File: src/hw/rtl/basic_auth_header_base64_decoder_macros.svh
// ---------------------------------------------------------------------------
// Basic auth decoder assertion macros
// Shared helpers for concurrent checks clocked on the block clock.
// ---------------------------------------------------------------------------
`ifndef BASIC_AUTH_HEADER_BASE64_DECODER_MACROS_SVH
`define BASIC_AUTH_HEADER_BASE64_DECODER_MACROS_SVH

// same-cycle implication
`define BAHD_ASSERT_NOW(label, clk, rst, ante, cons) \
   label: assert property (@(posedge clk) disable iff (rst) (ante) |-> (cons)) \
      else $error("bahd check failed");

// next-cycle implication
`define BAHD_ASSERT_NEXT(label, clk, rst, ante, cons) \
   label: assert property (@(posedge clk) disable iff (rst) (ante) |=> (cons)) \
      else $error("bahd check failed");

`endif

File: src/hw/rtl/bahd_pkg.sv
// ---------------------------------------------------------------------------
// Basic auth decoder package
// Types, character codes and lookup functions for the header decoder.
// ---------------------------------------------------------------------------
package bahd_pkg;

   localparam int unsigned CAP_W = 10;

   localparam logic [7:0] CHAR_SPACE = 8'h20;
   localparam logic [7:0] CHAR_TAB   = 8'h09;
   localparam logic [7:0] CHAR_PAD   = 8'h3D;

   localparam logic [6:0] B64_PAD = 7'd64;
   localparam logic [6:0] B64_BAD = 7'd65;

   localparam logic [2:0] SCHEME_LEN = 3'd5;

   localparam logic [CAP_W-1:0] CAPACITY_RESET = 10'd102;

   localparam logic CSR_DECODE_CAPACITY = 1'b0;

   typedef enum logic [2:0] {
      PH_START,
      PH_LEAD,
      PH_SCHEME,
      PH_NEEDBLANK,
      PH_SKIPBLANK,
      PH_DATA,
      PH_PAD,
      PH_ERROR
   } phase_type;

   typedef enum logic [1:0] {
      STATUS_OK,
      STATUS_MISSING,
      STATUS_MALFORMED
   } status_type;

   typedef enum logic {
      KIND_DATA,
      KIND_STATUS
   } kind_type;

   typedef struct packed {
      phase_type        phase;
      logic [2:0]       scheme_index;
      logic [5:0]       leftover_bits;
      logic [2:0]       leftover_count;
      logic [CAP_W-1:0] byte_count;
   } state_type;

   typedef struct packed {
      kind_type         kind;
      logic [7:0]       data_byte;
      status_type       status;
      logic [CAP_W-1:0] decoded_length;
   } result_type;

   localparam state_type STATE_RESET = '{
      phase:          PH_START,
      scheme_index:   3'd0,
      leftover_bits:  6'd0,
      leftover_count: 3'd0,
      byte_count:     '0
   };

   // 0..63 for alphabet, B64_PAD for '=', B64_BAD otherwise
   function automatic logic [6:0] b64_value(input logic [7:0] c);
      logic [6:0] v;
      v = B64_BAD;
      if (c >= 8'h41 && c <= 8'h5A) v = 7'(c - 8'h41);
      else if (c >= 8'h61 && c <= 8'h7A) v = 7'(c - 8'h61 + 8'd26);
      else if (c >= 8'h30 && c <= 8'h39) v = 7'(c - 8'h30 + 8'd52);
      else if (c == 8'h2B) v = 7'd62;
      else if (c == 8'h2F) v = 7'd63;
      else if (c == CHAR_PAD) v = B64_PAD;
      return v;
   endfunction

   // lower-case letters of the scheme word "basic"
   function automatic logic [7:0] scheme_letter(input logic [2:0] idx);
      logic [7:0] l;
      case (idx)
         3'd0:    l = 8'h62;
         3'd1:    l = 8'h61;
         3'd2:    l = 8'h73;
         3'd3:    l = 8'h69;
         3'd4:    l = 8'h63;
         default: l = 8'h00;
      endcase
      return l;
   endfunction

endpackage

File: src/hw/rtl/bahd_step.sv
// ---------------------------------------------------------------------------
// Basic auth decoder step
// Next-state and result logic for one header character or end marker.
// ---------------------------------------------------------------------------
module bahd_step
   import bahd_pkg::*;
(
   input  state_type        cur,
   input  logic [7:0]       char_byte,
   input  logic             end_of_text,
   input  logic [CAP_W-1:0] capacity,
   output state_type        nxt,
   output logic             emit,
   output result_type       result
);

   logic       blank;
   logic [7:0] lc;
   logic       scheme_ok;
   logic [2:0] idx_inc;
   logic [6:0] v;
   logic [11:0] bits;
   logic       do_scheme;
   logic       do_data;

   always_comb begin
      blank     = (char_byte == CHAR_SPACE) || (char_byte == CHAR_TAB);
      lc        = (char_byte >= 8'h41 && char_byte <= 8'h5A) ? char_byte + 8'h20 : char_byte;
      scheme_ok = (cur.scheme_index < SCHEME_LEN) && (lc == scheme_letter(cur.scheme_index));
      idx_inc   = cur.scheme_index + 3'd1;
      v         = b64_value(char_byte);
      bits      = {cur.leftover_bits, v[5:0]};
      do_scheme = 1'b0;
      do_data   = 1'b0;
      nxt       = cur;
      emit      = 1'b0;
      result    = '0;

      if (end_of_text) begin
         emit        = 1'b1;
         result.kind = KIND_STATUS;
         nxt         = STATE_RESET;
         unique case (cur.phase) inside
            PH_START: result.status = STATUS_MISSING;
            PH_DATA, PH_PAD: begin
               if (cur.leftover_count >= 3'd6) begin
                  result.status = STATUS_MALFORMED;
               end else begin
                  result.status         = STATUS_OK;
                  result.decoded_length = cur.byte_count;
               end
            end
            default: result.status = STATUS_MALFORMED;
         endcase
      end else begin
         unique case (cur.phase) inside
            PH_START, PH_LEAD: begin
               if (blank) nxt.phase = PH_LEAD;
               else do_scheme = 1'b1;
            end
            PH_SCHEME:    do_scheme = 1'b1;
            PH_NEEDBLANK: nxt.phase = blank ? PH_SKIPBLANK : PH_ERROR;
            PH_SKIPBLANK: do_data = !blank;
            PH_DATA:      do_data = 1'b1;
            PH_PAD: begin
               if (char_byte != CHAR_PAD) nxt.phase = PH_ERROR;
            end
            default: ;
         endcase

         if (do_scheme) begin
            if (!scheme_ok) begin
               nxt.phase = PH_ERROR;
            end else begin
               nxt.scheme_index = idx_inc;
               nxt.phase        = (idx_inc == SCHEME_LEN) ? PH_NEEDBLANK : PH_SCHEME;
            end
         end

         if (do_data) begin
            if (v == B64_PAD) begin
               nxt.phase = PH_PAD;
            end else if (v == B64_BAD) begin
               nxt.phase = PH_ERROR;
            end else begin
               nxt.phase = PH_DATA;
               if (cur.leftover_count >= 3'd2) begin
                  // a byte completes; over capacity it is dropped and the header fails
                  if (cur.byte_count >= capacity) begin
                     nxt.phase = PH_ERROR;
                  end else begin
                     emit           = 1'b1;
                     result.kind    = KIND_DATA;
                     nxt.byte_count = cur.byte_count + CAP_W'(1);
                     case (cur.leftover_count)
                        3'd6: begin
                           result.data_byte   = bits[11:4];
                           nxt.leftover_bits  = {2'b00, bits[3:0]};
                           nxt.leftover_count = 3'd4;
                        end
                        3'd4: begin
                           result.data_byte   = bits[9:2];
                           nxt.leftover_bits  = {4'b0000, bits[1:0]};
                           nxt.leftover_count = 3'd2;
                        end
                        default: begin
                           result.data_byte   = bits[7:0];
                           nxt.leftover_bits  = 6'd0;
                           nxt.leftover_count = 3'd0;
                        end
                     endcase
                  end
               end else begin
                  nxt.leftover_bits  = v[5:0];
                  nxt.leftover_count = 3'd6;
               end
            end
         end
      end
   end

endmodule

File: src/hw/rtl/basic_auth_header_base64_decoder.sv
// ---------------------------------------------------------------------------
// Basic auth header base64 decoder
// Parses "Basic <base64>" one character per request and streams out bytes.
// ---------------------------------------------------------------------------
// Accepts one request per clock unless a waiting result stalls it. A request
// is captured in an input register, decoded against the header state, and
// any result lands in the output register. Each character yields at most
// one decoded byte; the end marker yields one status (ok with length,
// missing, or malformed). The output register stalls the input register
// only while a result waits.
// ---------------------------------------------------------------------------
`include "basic_auth_header_base64_decoder_macros.svh"

module basic_auth_header_base64_decoder
   import bahd_pkg::*;
(
   input  logic             clock,
   input  logic             reset,

   input  logic             req_valid,
   output logic             req_ready,
   input  logic [7:0]       req_char_byte,
   input  logic             req_end_of_text,

   output logic             rsp_valid,
   input  logic             rsp_ready,
   output logic             rsp_kind,
   output logic [7:0]       rsp_data_byte,
   output logic [1:0]       rsp_status,
   output logic [CAP_W-1:0] rsp_decoded_length,

   input  logic             psel,
   input  logic             penable,
   input  logic             pwrite,
   input  logic [2:0]       paddr,
   input  logic [31:0]      pwdata,
   output logic [31:0]      prdata,
   output logic             pready
);

   logic             s1_valid_ff, s1_valid_in;
   logic [7:0]       s1_char_ff;
   logic             s1_eot_ff;
   logic             rsp_valid_ff, rsp_valid_in;
   result_type       rsp_ff;
   state_type        state_ff;
   logic [CAP_W-1:0] capacity_ff;

   logic       out_free;
   logic       s1_fire;
   logic       req_fire;
   state_type  state_in;
   logic       emit;
   result_type result;

   assign out_free  = !rsp_valid_ff || rsp_ready;
   assign s1_fire   = s1_valid_ff && out_free;
   assign req_ready = !s1_valid_ff || out_free;
   assign req_fire  = req_valid && req_ready;

   always_comb begin
      s1_valid_in  = req_fire ? 1'b1 : (s1_fire ? 1'b0 : s1_valid_ff);
      rsp_valid_in = out_free ? (s1_fire && emit) : rsp_valid_ff;
   end

   bahd_step u_step (
      .cur         (state_ff),
      .char_byte   (s1_char_ff),
      .end_of_text (s1_eot_ff),
      .capacity    (capacity_ff),
      .nxt         (state_in),
      .emit        (emit),
      .result      (result)
   );

   always_ff @(posedge clock) begin
      if (reset) begin
         s1_valid_ff  <= 1'b0;
         rsp_valid_ff <= 1'b0;
         state_ff     <= STATE_RESET;
         capacity_ff  <= CAPACITY_RESET;
      end else begin
         s1_valid_ff  <= s1_valid_in;
         rsp_valid_ff <= rsp_valid_in;
         if (s1_fire) state_ff <= state_in;
         if (psel && penable && pwrite && pready && paddr[2] == CSR_DECODE_CAPACITY) begin
            capacity_ff <= pwdata[CAP_W-1:0];
         end
      end
   end

   always_ff @(posedge clock) begin
      if (req_fire) begin
         s1_char_ff <= req_char_byte;
         s1_eot_ff  <= req_end_of_text;
      end
      if (out_free) rsp_ff <= result;
   end

   assign rsp_valid          = rsp_valid_ff;
   assign rsp_kind           = rsp_ff.kind;
   assign rsp_data_byte      = rsp_ff.data_byte;
   assign rsp_status         = rsp_ff.status;
   assign rsp_decoded_length = rsp_ff.decoded_length;

   assign pready = 1'b1;
   assign prdata = (paddr[2] == CSR_DECODE_CAPACITY) ? {22'd0, capacity_ff} : 32'd0;

   // header state returns to start after every end marker
   `BAHD_ASSERT_NEXT(a_clear_after_end, clock, reset, s1_fire && s1_eot_ff,
      state_ff.phase == PH_START && state_ff.byte_count == '0 && state_ff.leftover_count == 3'd0)

   // leftover bit count only ever takes 0, 2, 4 or 6
   `BAHD_ASSERT_NOW(a_leftover_even, clock, reset, 1'b1,
      !state_ff.leftover_count[0] && state_ff.leftover_count <= 3'd6)

   // a stalled request stays in the input register untouched
   `BAHD_ASSERT_NEXT(a_s1_hold, clock, reset, s1_valid_ff && !out_free,
      s1_valid_ff && $stable(s1_char_ff) && $stable(s1_eot_ff))

   // data results carry no status or length
   `BAHD_ASSERT_NOW(a_data_clean, clock, reset, rsp_valid_ff && rsp_ff.kind == KIND_DATA,
      rsp_ff.status == STATUS_OK && rsp_ff.decoded_length == '0)

endmodule

File: config.mk
export PLATFORM = sky130hd
export DESIGN_NAME = basic_auth_header_base64_decoder
export DESIGN_NICKNAME = d
export VERILOG_FILES = /design/src/hw/rtl/bahd_pkg.sv /design/src/hw/rtl/bahd_step.sv /design/src/hw/rtl/basic_auth_header_base64_decoder.sv
export VERILOG_INCLUDE_DIRS = /design/src /design/src/hw/rtl
export SDC_FILE = /design/constraint.sdc
export NUM_CORES = 1
export LEC_CHECK = 0
export ABC_AREA = 0
export ABC_CLOCK_PERIOD_IN_PS = 2900
export BUFFER_PORTS_ARGS = -buffer_cell sky130_fd_sc_hd__buf_4
export CORE_UTILIZATION = 49
export DETAILED_ROUTE_END_ITERATION = 7
export PLACE_DENSITY = 0.73
export REMOVE_ABC_BUFFERS = 1
export SYNTH_ARGS = -nofsm -noshare
export SYNTH_HDL_FRONTEND = slang
export SYNTH_SLANG_ARGS = --single-unit
File: constraint.sdc
create_clock -name clock -period 2.9 [get_ports clock]
set_input_delay 0.435 -clock clock [delete_from_list [all_inputs] [get_ports clock]]
set_output_delay 0.435 -clock clock [all_outputs]
set_load 0.03 [all_outputs]
==> results.cfg, run 1 <==
[timing]
fin_skew_ns = 0.00775
slew_viol_final = 0
min_period_over_period_pct = 98.1
fmax_mhz = 351
setup_ws_ns = 0.0541
rsz0062_at_grt = true
max_slew_margin_pct = 28.8
layout_min_cycle_time_ns = 2.85
holdWs_ns = 0.258
worst_pin_slew_ns = 1.06
hold_violations = 0
setup_viol = 0

[clocking]
cts.sinks = 66
htreeDepth = 3
hold_buffers = 0
cts_root_buffer = clkbuf_8
clock_latency_ns = 0.35
tritoncts = built
cts_buffer_depth = 2
cts_made_buffers = 9
path_clk_slew_ns = 0.08

[placed_design]
portBuffers = 59
gp_congestion = 0.896
dp_slack_ns = -0.137
hpwl_um = 8020
place_area_um2 = 5190
placedCellCount = 680

[critical_path]
worstPathCellList = buf_6 > ha_4 > buf_6 > o2111a_2 > a311o_1 > nor4_4 > nor4_4 > nor3_4 > buf_6 > nand4b_1 > mux2i_1
path_common_cell = buf_6
path_buf_inv = 3
slowest_delay_ns = 0.47
critPathMaxFanout = 8
startpoint = s1_char_ff[3]$_DFFE_PP_
cp.required_ns = 3.18
reg2reg_from = s1_char_ff[3]$_DFFE_PP_
path_class = reg -> reg
slowest_stage = edfxtp_1
crit_path_end_kind = register
start_kind = register
arrival_ns = 3.13
path_delay_family = simple AND/OR/NAND/NOR gates

[layout]
fin_area_um2 = 5670
area_growth_pct = 27.0
drive_gt1_share_pct = 31.2
nNetsFinal = 670
final_cells = 701
diodes = 0

[synthesis]
yosysWarnings = 0
async_reset_ff_share_pct = 0
ys.flop_type = dfxtp_1
synth_edf_count = 30
syn_avg_cell_area_um2 = 9.20
syn-cell-area_um2 = 4460
ys_seq_area_share_pct = 36.3
synth_cell_type_count = 78
synthCells = 485
ys_ff_latch = 66

[power_and_ir_drop]
p_sw_share_pct = 31.4
power_switching_mw = 0.682
p_per_area_nw_per_um2 = 383
intPower_mw = 1.49
peakVddDrop_mv = 0.197
comb_power_share_pct = 20.5
power_mw = 2.17
seq_power_share_pct = 47.0
leakagePower_nw = 2.37
clock_power_share_pct = 32.6

[die]
ios = 107
rows = 34
die_area_um2 = 9500
coreArea_um2 = 8760
die_w_um = 97.5
fp.dieH_um = 97.5
start_util_pct = 50.9

[drt]
first_iter_violations = 214
routed_via_density = 5.64
drcViolationCount = 0
ant_nets = 0
num_vias = 3953
wl_per_cell_um = 15.3
detailedRoute.firstPassIterationCount = 5
routed_wl_um = 10700

[worst_hold_path]
min_from = req_char_byte[5]
hp-class = in -> reg

[status]
status = complete, no violations

[global_routing]
track_usage_pct = 22.6
grt_pass1_vias = 3659
overflow = 0
grt_pass1_wl_um = 17400
antenna_found_initial = 0
grt_start_max_net_pins = 24

[flow_run]
maxCapViolCount = 0
-- registers in the layout, summed over array words and instances (netlist names) --
signal,flops
s1_char_ff,8
rsp_decoded_length,10
s1_eot_ff,1
rsp_status,2
rsp_valid,1
capacity_ff,10
state_ff,24
s1_valid_ff,1
rsp_kind,1
rsp_data_byte,8
-- power by group through the flow --
stage | sequential, mW | clock, mW | combinational, mW
2_1_floorplan | 1.06 | 0 | 0.217
3_3_place_gp | 1.04 | 0 | 0.388
3_5_place_dp | 1.04 | 0 | 0.395
4_1_cts | 1.02 | 0.722 | 0.405
5_1_grt | 1.02 | 0.763 | 0.476
6_report | 1.02 | 0.708 | 0.445
-- per-stage QoR --
stage	utilization (%)	setup TNS [ns]
floorplan	-	-1.68
global placement	59.3	-0.139
detailed placement	59.3	-0.773
CTS	62.0	-0.0233
global route	64.7	-0.372
finish	64.7	0
-- cell usage in the layout (no fill, tap or decap), drive strengths merged, types with 3 or more instances in the layout --
cell      netlist  routed
buf            35     115
nand2          43      43
nor2           38      38
dfxtp          36      36
a21oi          35      35
inv            33      34
ha             31      31
edfxtp         30      30
conb            2      23
and2           15      15
o211ai         14      14
o21ai          14      14
nand3          12      12
nor3           12      12
xnor2          10      10
clkbuf          8       9
a22oi           8       8
nor2b           7       7
nor4            7       7
nand2b          6       6
a22o            6       6
mux2i           5       5
a2111oi         5       5
nand4           5       5
a21o            4       4
a211oi          4       4
clkinvlp        0       4
o2111a          4       4
or3             4       4
o21a            3       3
o311a           3       3
and3            3       3
a32o            3       3
a31oi           3       3
-- layout make-up --
type | instances | area, µm²
Clock inverter | 7 | 55.1
Tap cell | 108 | 135
Inverter | 34 | 141
Clock buffer | 9 | 124
Timing Repair Buffer | 115 | 875
Fill cell | 692 | 3090
Sequential cell | 66 | 1620
Multi-Input combinational cell | 362 | 2720
-- kinds of logic after synthesis --
group | Yosys count | share of synthesized area, %
other | 2 | 0.168
AND/OR/NAND/NOR | 169 | 20.9
multiplexers | 6 | 1.37
flip-flops | 66 | 36.3
buffers and inverters | 78 | 10.1
adder cells (fa/ha/maj) | 31 | 8.69
XOR/XNOR | 10 | 1.96
AO/OA/AOI/OAI | 123 | 20.4
-- per-layer routing --
| layer | part of all wire, % | vias up | track usage [%] |
|---|---|---|---|
| met3 | 4.4 | 25 | 4.03 |
| met1 | 45 | 1895 | 29.6 |
| met5 | 0 | - | 0 |
| li1 | - | 1930 | - |
| met2 | 48 | 103 | 36.9 |
| met4 | 2.3 | 0 | 9.39 |
-- Yosys cell counts (all sizes together), types with 3 or more instances --
library cell	instances	area, µm²
and3	3	18.8
xnor2	10	87.6
buf	35	263
a22o	6	53.8
inv	33	124
and2	15	96.3
a32o	3	30.0
o311a	3	30.0
o21ai	14	77.6
nor4	7	88.8
o211ai	14	110
nor2b	7	43.8
nand3	12	60.1
a22oi	8	60.1
clkbuf	8	40.0
a211oi	4	30.0
o21a	3	22.5
mux2i	5	50.1
nor3	12	65.1
dfxtp	36	721
nand2	43	161
nand2b	6	37.5
a21oi	35	179
nor2	38	145
edfxtp	30	901
or3	4	25.0
a21o	4	30.0
o2111a	4	45.0
a2111oi	5	62.6
ha	31	388
a31oi	3	18.8
nand4	5	37.5
-- repair_timing --
item,in CTS,in global routing
pin swaps,2,13
hold endpoints to repair,0,0
endpoints found under the setup margin,17,32
gates resized for setup,10,39
buffers inserted,2,5
-- worst paths after layout --
kind,to,cells after the start,slack [ns]
hold reg to reg,capacity_ff[7]$_SDFFE_PP0P_,2,0.46
setup / recovery,state_ff[9]$_SDFFE_PP0P_,11,0.05
hold / removal,s1_char_ff[5]$_DFFE_PP_,1,0.26
setup reg to reg,state_ff[9]$_SDFFE_PP0P_,11,0.05
(Power assumes the default switching activity.)
==> inputs of run 2 (changes only) <==
==> constraint.sdc (replaced) <==
create_clock -name clock -period 2.9 [get_ports clock]
set_input_delay 0.29 -clock clock [delete_from_list [all_inputs] [get_ports clock]]
set_output_delay 0.29 -clock clock [all_outputs]
set_load 0.03 [all_outputs]
==> run 2 against run 1 <==
The flow now finishes with violations (negative setup slack); largest cell class unchanged; sequential power about the same; sequential share of layout area down 0.88 points; wire length up 5.0%; highest routed layer unchanged; critical path type unchanged; hold slack worse by 0.15 ns; register-to-register slack worse by 0.095 ns; critical path depth up 2; design area up 3.2%; clock-buffer cell count up 1.
==> results.cfg, run 2 (synthesis gave the netlist of run 1 again) <==
[timing]
hold_violations = 0
max_slew_margin_pct = 26.3
setup_ws_ns = -0.0413
fmax_mhz = 340
setup_viol = 2
layout_min_cycle_time_ns = 2.94
rsz0062_at_grt = true
tns_ns = -0.0733
min_period_over_period_pct = 101
fin_skew_ns = 0.00965
slew_viol_final = 0
worst_pin_slew_ns = 1.10

[layout]
layout_commonest_cell = buf_4
fin_area_um2 = 5850
diodes = 0
largest_register_ffs = 24
drive_gt1_share_pct = 33.3
nFillCells = 665
final_cell_mix = buf_4 (120), nand2_1 (43), dfxtp_1 (35)
nNetsFinal = 681
largest_register = state_ff
area_growth_pct = 31.1

[critical_path]
arrival_ns = 3.24
path_class = reg -> reg
reg2reg_depth = 13
start_kind = register
crit_path_end_kind = register
critPathMaxFanout = 6
cp.required_ns = 3.20

[clocking]
cts_made_buffers = 9
cts.sinks = 66
path_clk_slew_ns = 0.09
cts_buffer_depth = 2
hold_buffers = 0
cts_root_buffer = clkbuf_8
tritoncts = built
clock_latency_ns = 0.35
htreeDepth = 3

[drt]
wl_per_cell_um = 15.8
drcViolationCount = 0
ant_nets = 0
routed_wl_um = 11300
num_vias = 3959
routed_via_density = 5.56
first_iter_violations = 258
detailedRoute.firstPassIterationCount = 5

[die]
rows = 34
ios = 107
start_util_pct = 50.9
coreArea_um2 = 8760
die_w_um = 97.5
fp.dieH_um = 97.5
die_area_um2 = 9500

[placed_design]
hpwl_um = 8030
portBuffers = 59
place_area_um2 = 5150
gp_congestion = 0.878

[power_and_ir_drop]
power_mw = 2.35
p_per_area_nw_per_um2 = 401
clock_power_share_pct = 36.7
power_switching_mw = 0.701
comb_power_share_pct = 19.8
seq_power_share_pct = 43.5
intPower_mw = 1.65
p_sw_share_pct = 29.8
peakVddDrop_mv = 0.226
leakagePower_nw = 2.47

[global_routing]
track_usage_pct = 23.0
grt_start_max_net_pins = 24
met2_usage_pct = 37.3
grt_pass1_vias = 3656
overflow = 0
antenna_found_initial = 0
gr-usage-met3_pct = 4.17
grt_use_met1_pct = 31.4
grt-busiest-layer = met2
grt_pass1_wl_um = 17600

[worst_hold_path]
hp-class = in -> reg
min_delay_path_depth = 1

[flow_run]
maxCapViolCount = 0

[status]
failed_checks = negative setup slack
status = finished, violations left
-- run 2: power by group through the flow --
stage          registers (mW)  clock network (mW)  logic, mW
6_report                 1.02               0.861      0.465
5_1_grt                  1.03               0.919      0.497
4_1_cts                  1.02               0.878      0.400
3_5_place_dp             1.04                   0      0.392
3_3_place_gp             1.04                   0      0.387
2_1_floorplan            1.06                   0      0.217
-- run 2: per-layer routing --
metal  wire [µm]  up-vias
met1        5160     1882
li1            -     1949
met5           0        -
met3         488       14
met2        5480      114
met4         149        0
-- run 2: path summary, 6_finish.rpt --
kind | startpoint | to | slack [ns]
setup / recovery | s1_char_ff[3]$_DFFE_PP_ | state_ff[5]$_SDFFE_PP0P_ | -0.04
hold / removal | req_char_byte[4] | s1_char_ff[4]$_DFFE_PP_ | 0.11
setup reg to reg | s1_char_ff[3]$_DFFE_PP_ | state_ff[5]$_SDFFE_PP0P_ | -0.04
hold reg to reg | capacity_ff[8]$_SDFFE_PP0P_ | capacity_ff[8]$_SDFFE_PP0P_ | 0.46
-- run 2: cell type report --
| class | instances | area (µm²) | area share, % |
|---|---|---|---|
| multi-input cells | 362 | 2760 | 47.1 |
| flip-flops and latches | 66 | 1620 | 27.7 |
| repair buffers | 126 | 977 | 16.7 |
| clock buffers | 10 | 149 | 2.54 |
| inverters | 34 | 141 | 2.42 |
| well taps | 108 | 135 | 2.31 |
| clock inverters | 6 | 72.6 | 1.24 |
-- run 2: worst max-delay path, cell delays in order (launching register included) --
cell       delay [ns]
edfxtp_1         0.46
inv_2            0.12
buf_4            0.13
ha_4             0.17
a2111oi_4        0.08
buf_4            0.17
buf_12           0.12
a211o_1          0.26
o2111a_2         0.19
nor4_4           0.36
nor3_4           0.10
buf_4            0.17
or4b_1           0.49
nand2_1          0.07
-- run 2: stage by stage --
stage	hold slack (ns)	std cells	util [%]	setup WS, ns
2_1_floorplan	0.359	462	-	-0.194
3_3_place_gp	0.444	675	58.8	-0.0288
3_5_place_dp	0.454	675	58.8	-0.189
4_1_cts	0.0966	692	62.0	0.00257
5_1_grt	0.0936	712	66.8	-0.122
6_report	0.110	712	66.8	-0.0413
-- run 2: repair_timing --
action | in CTS | in global routing
setup buffers | 1 | 23
gates resized for setup | 10 | 51
hold endpoints to repair | 0 | 0
pin swaps | 2 | 22
setup endpoints to repair | 16 | 32
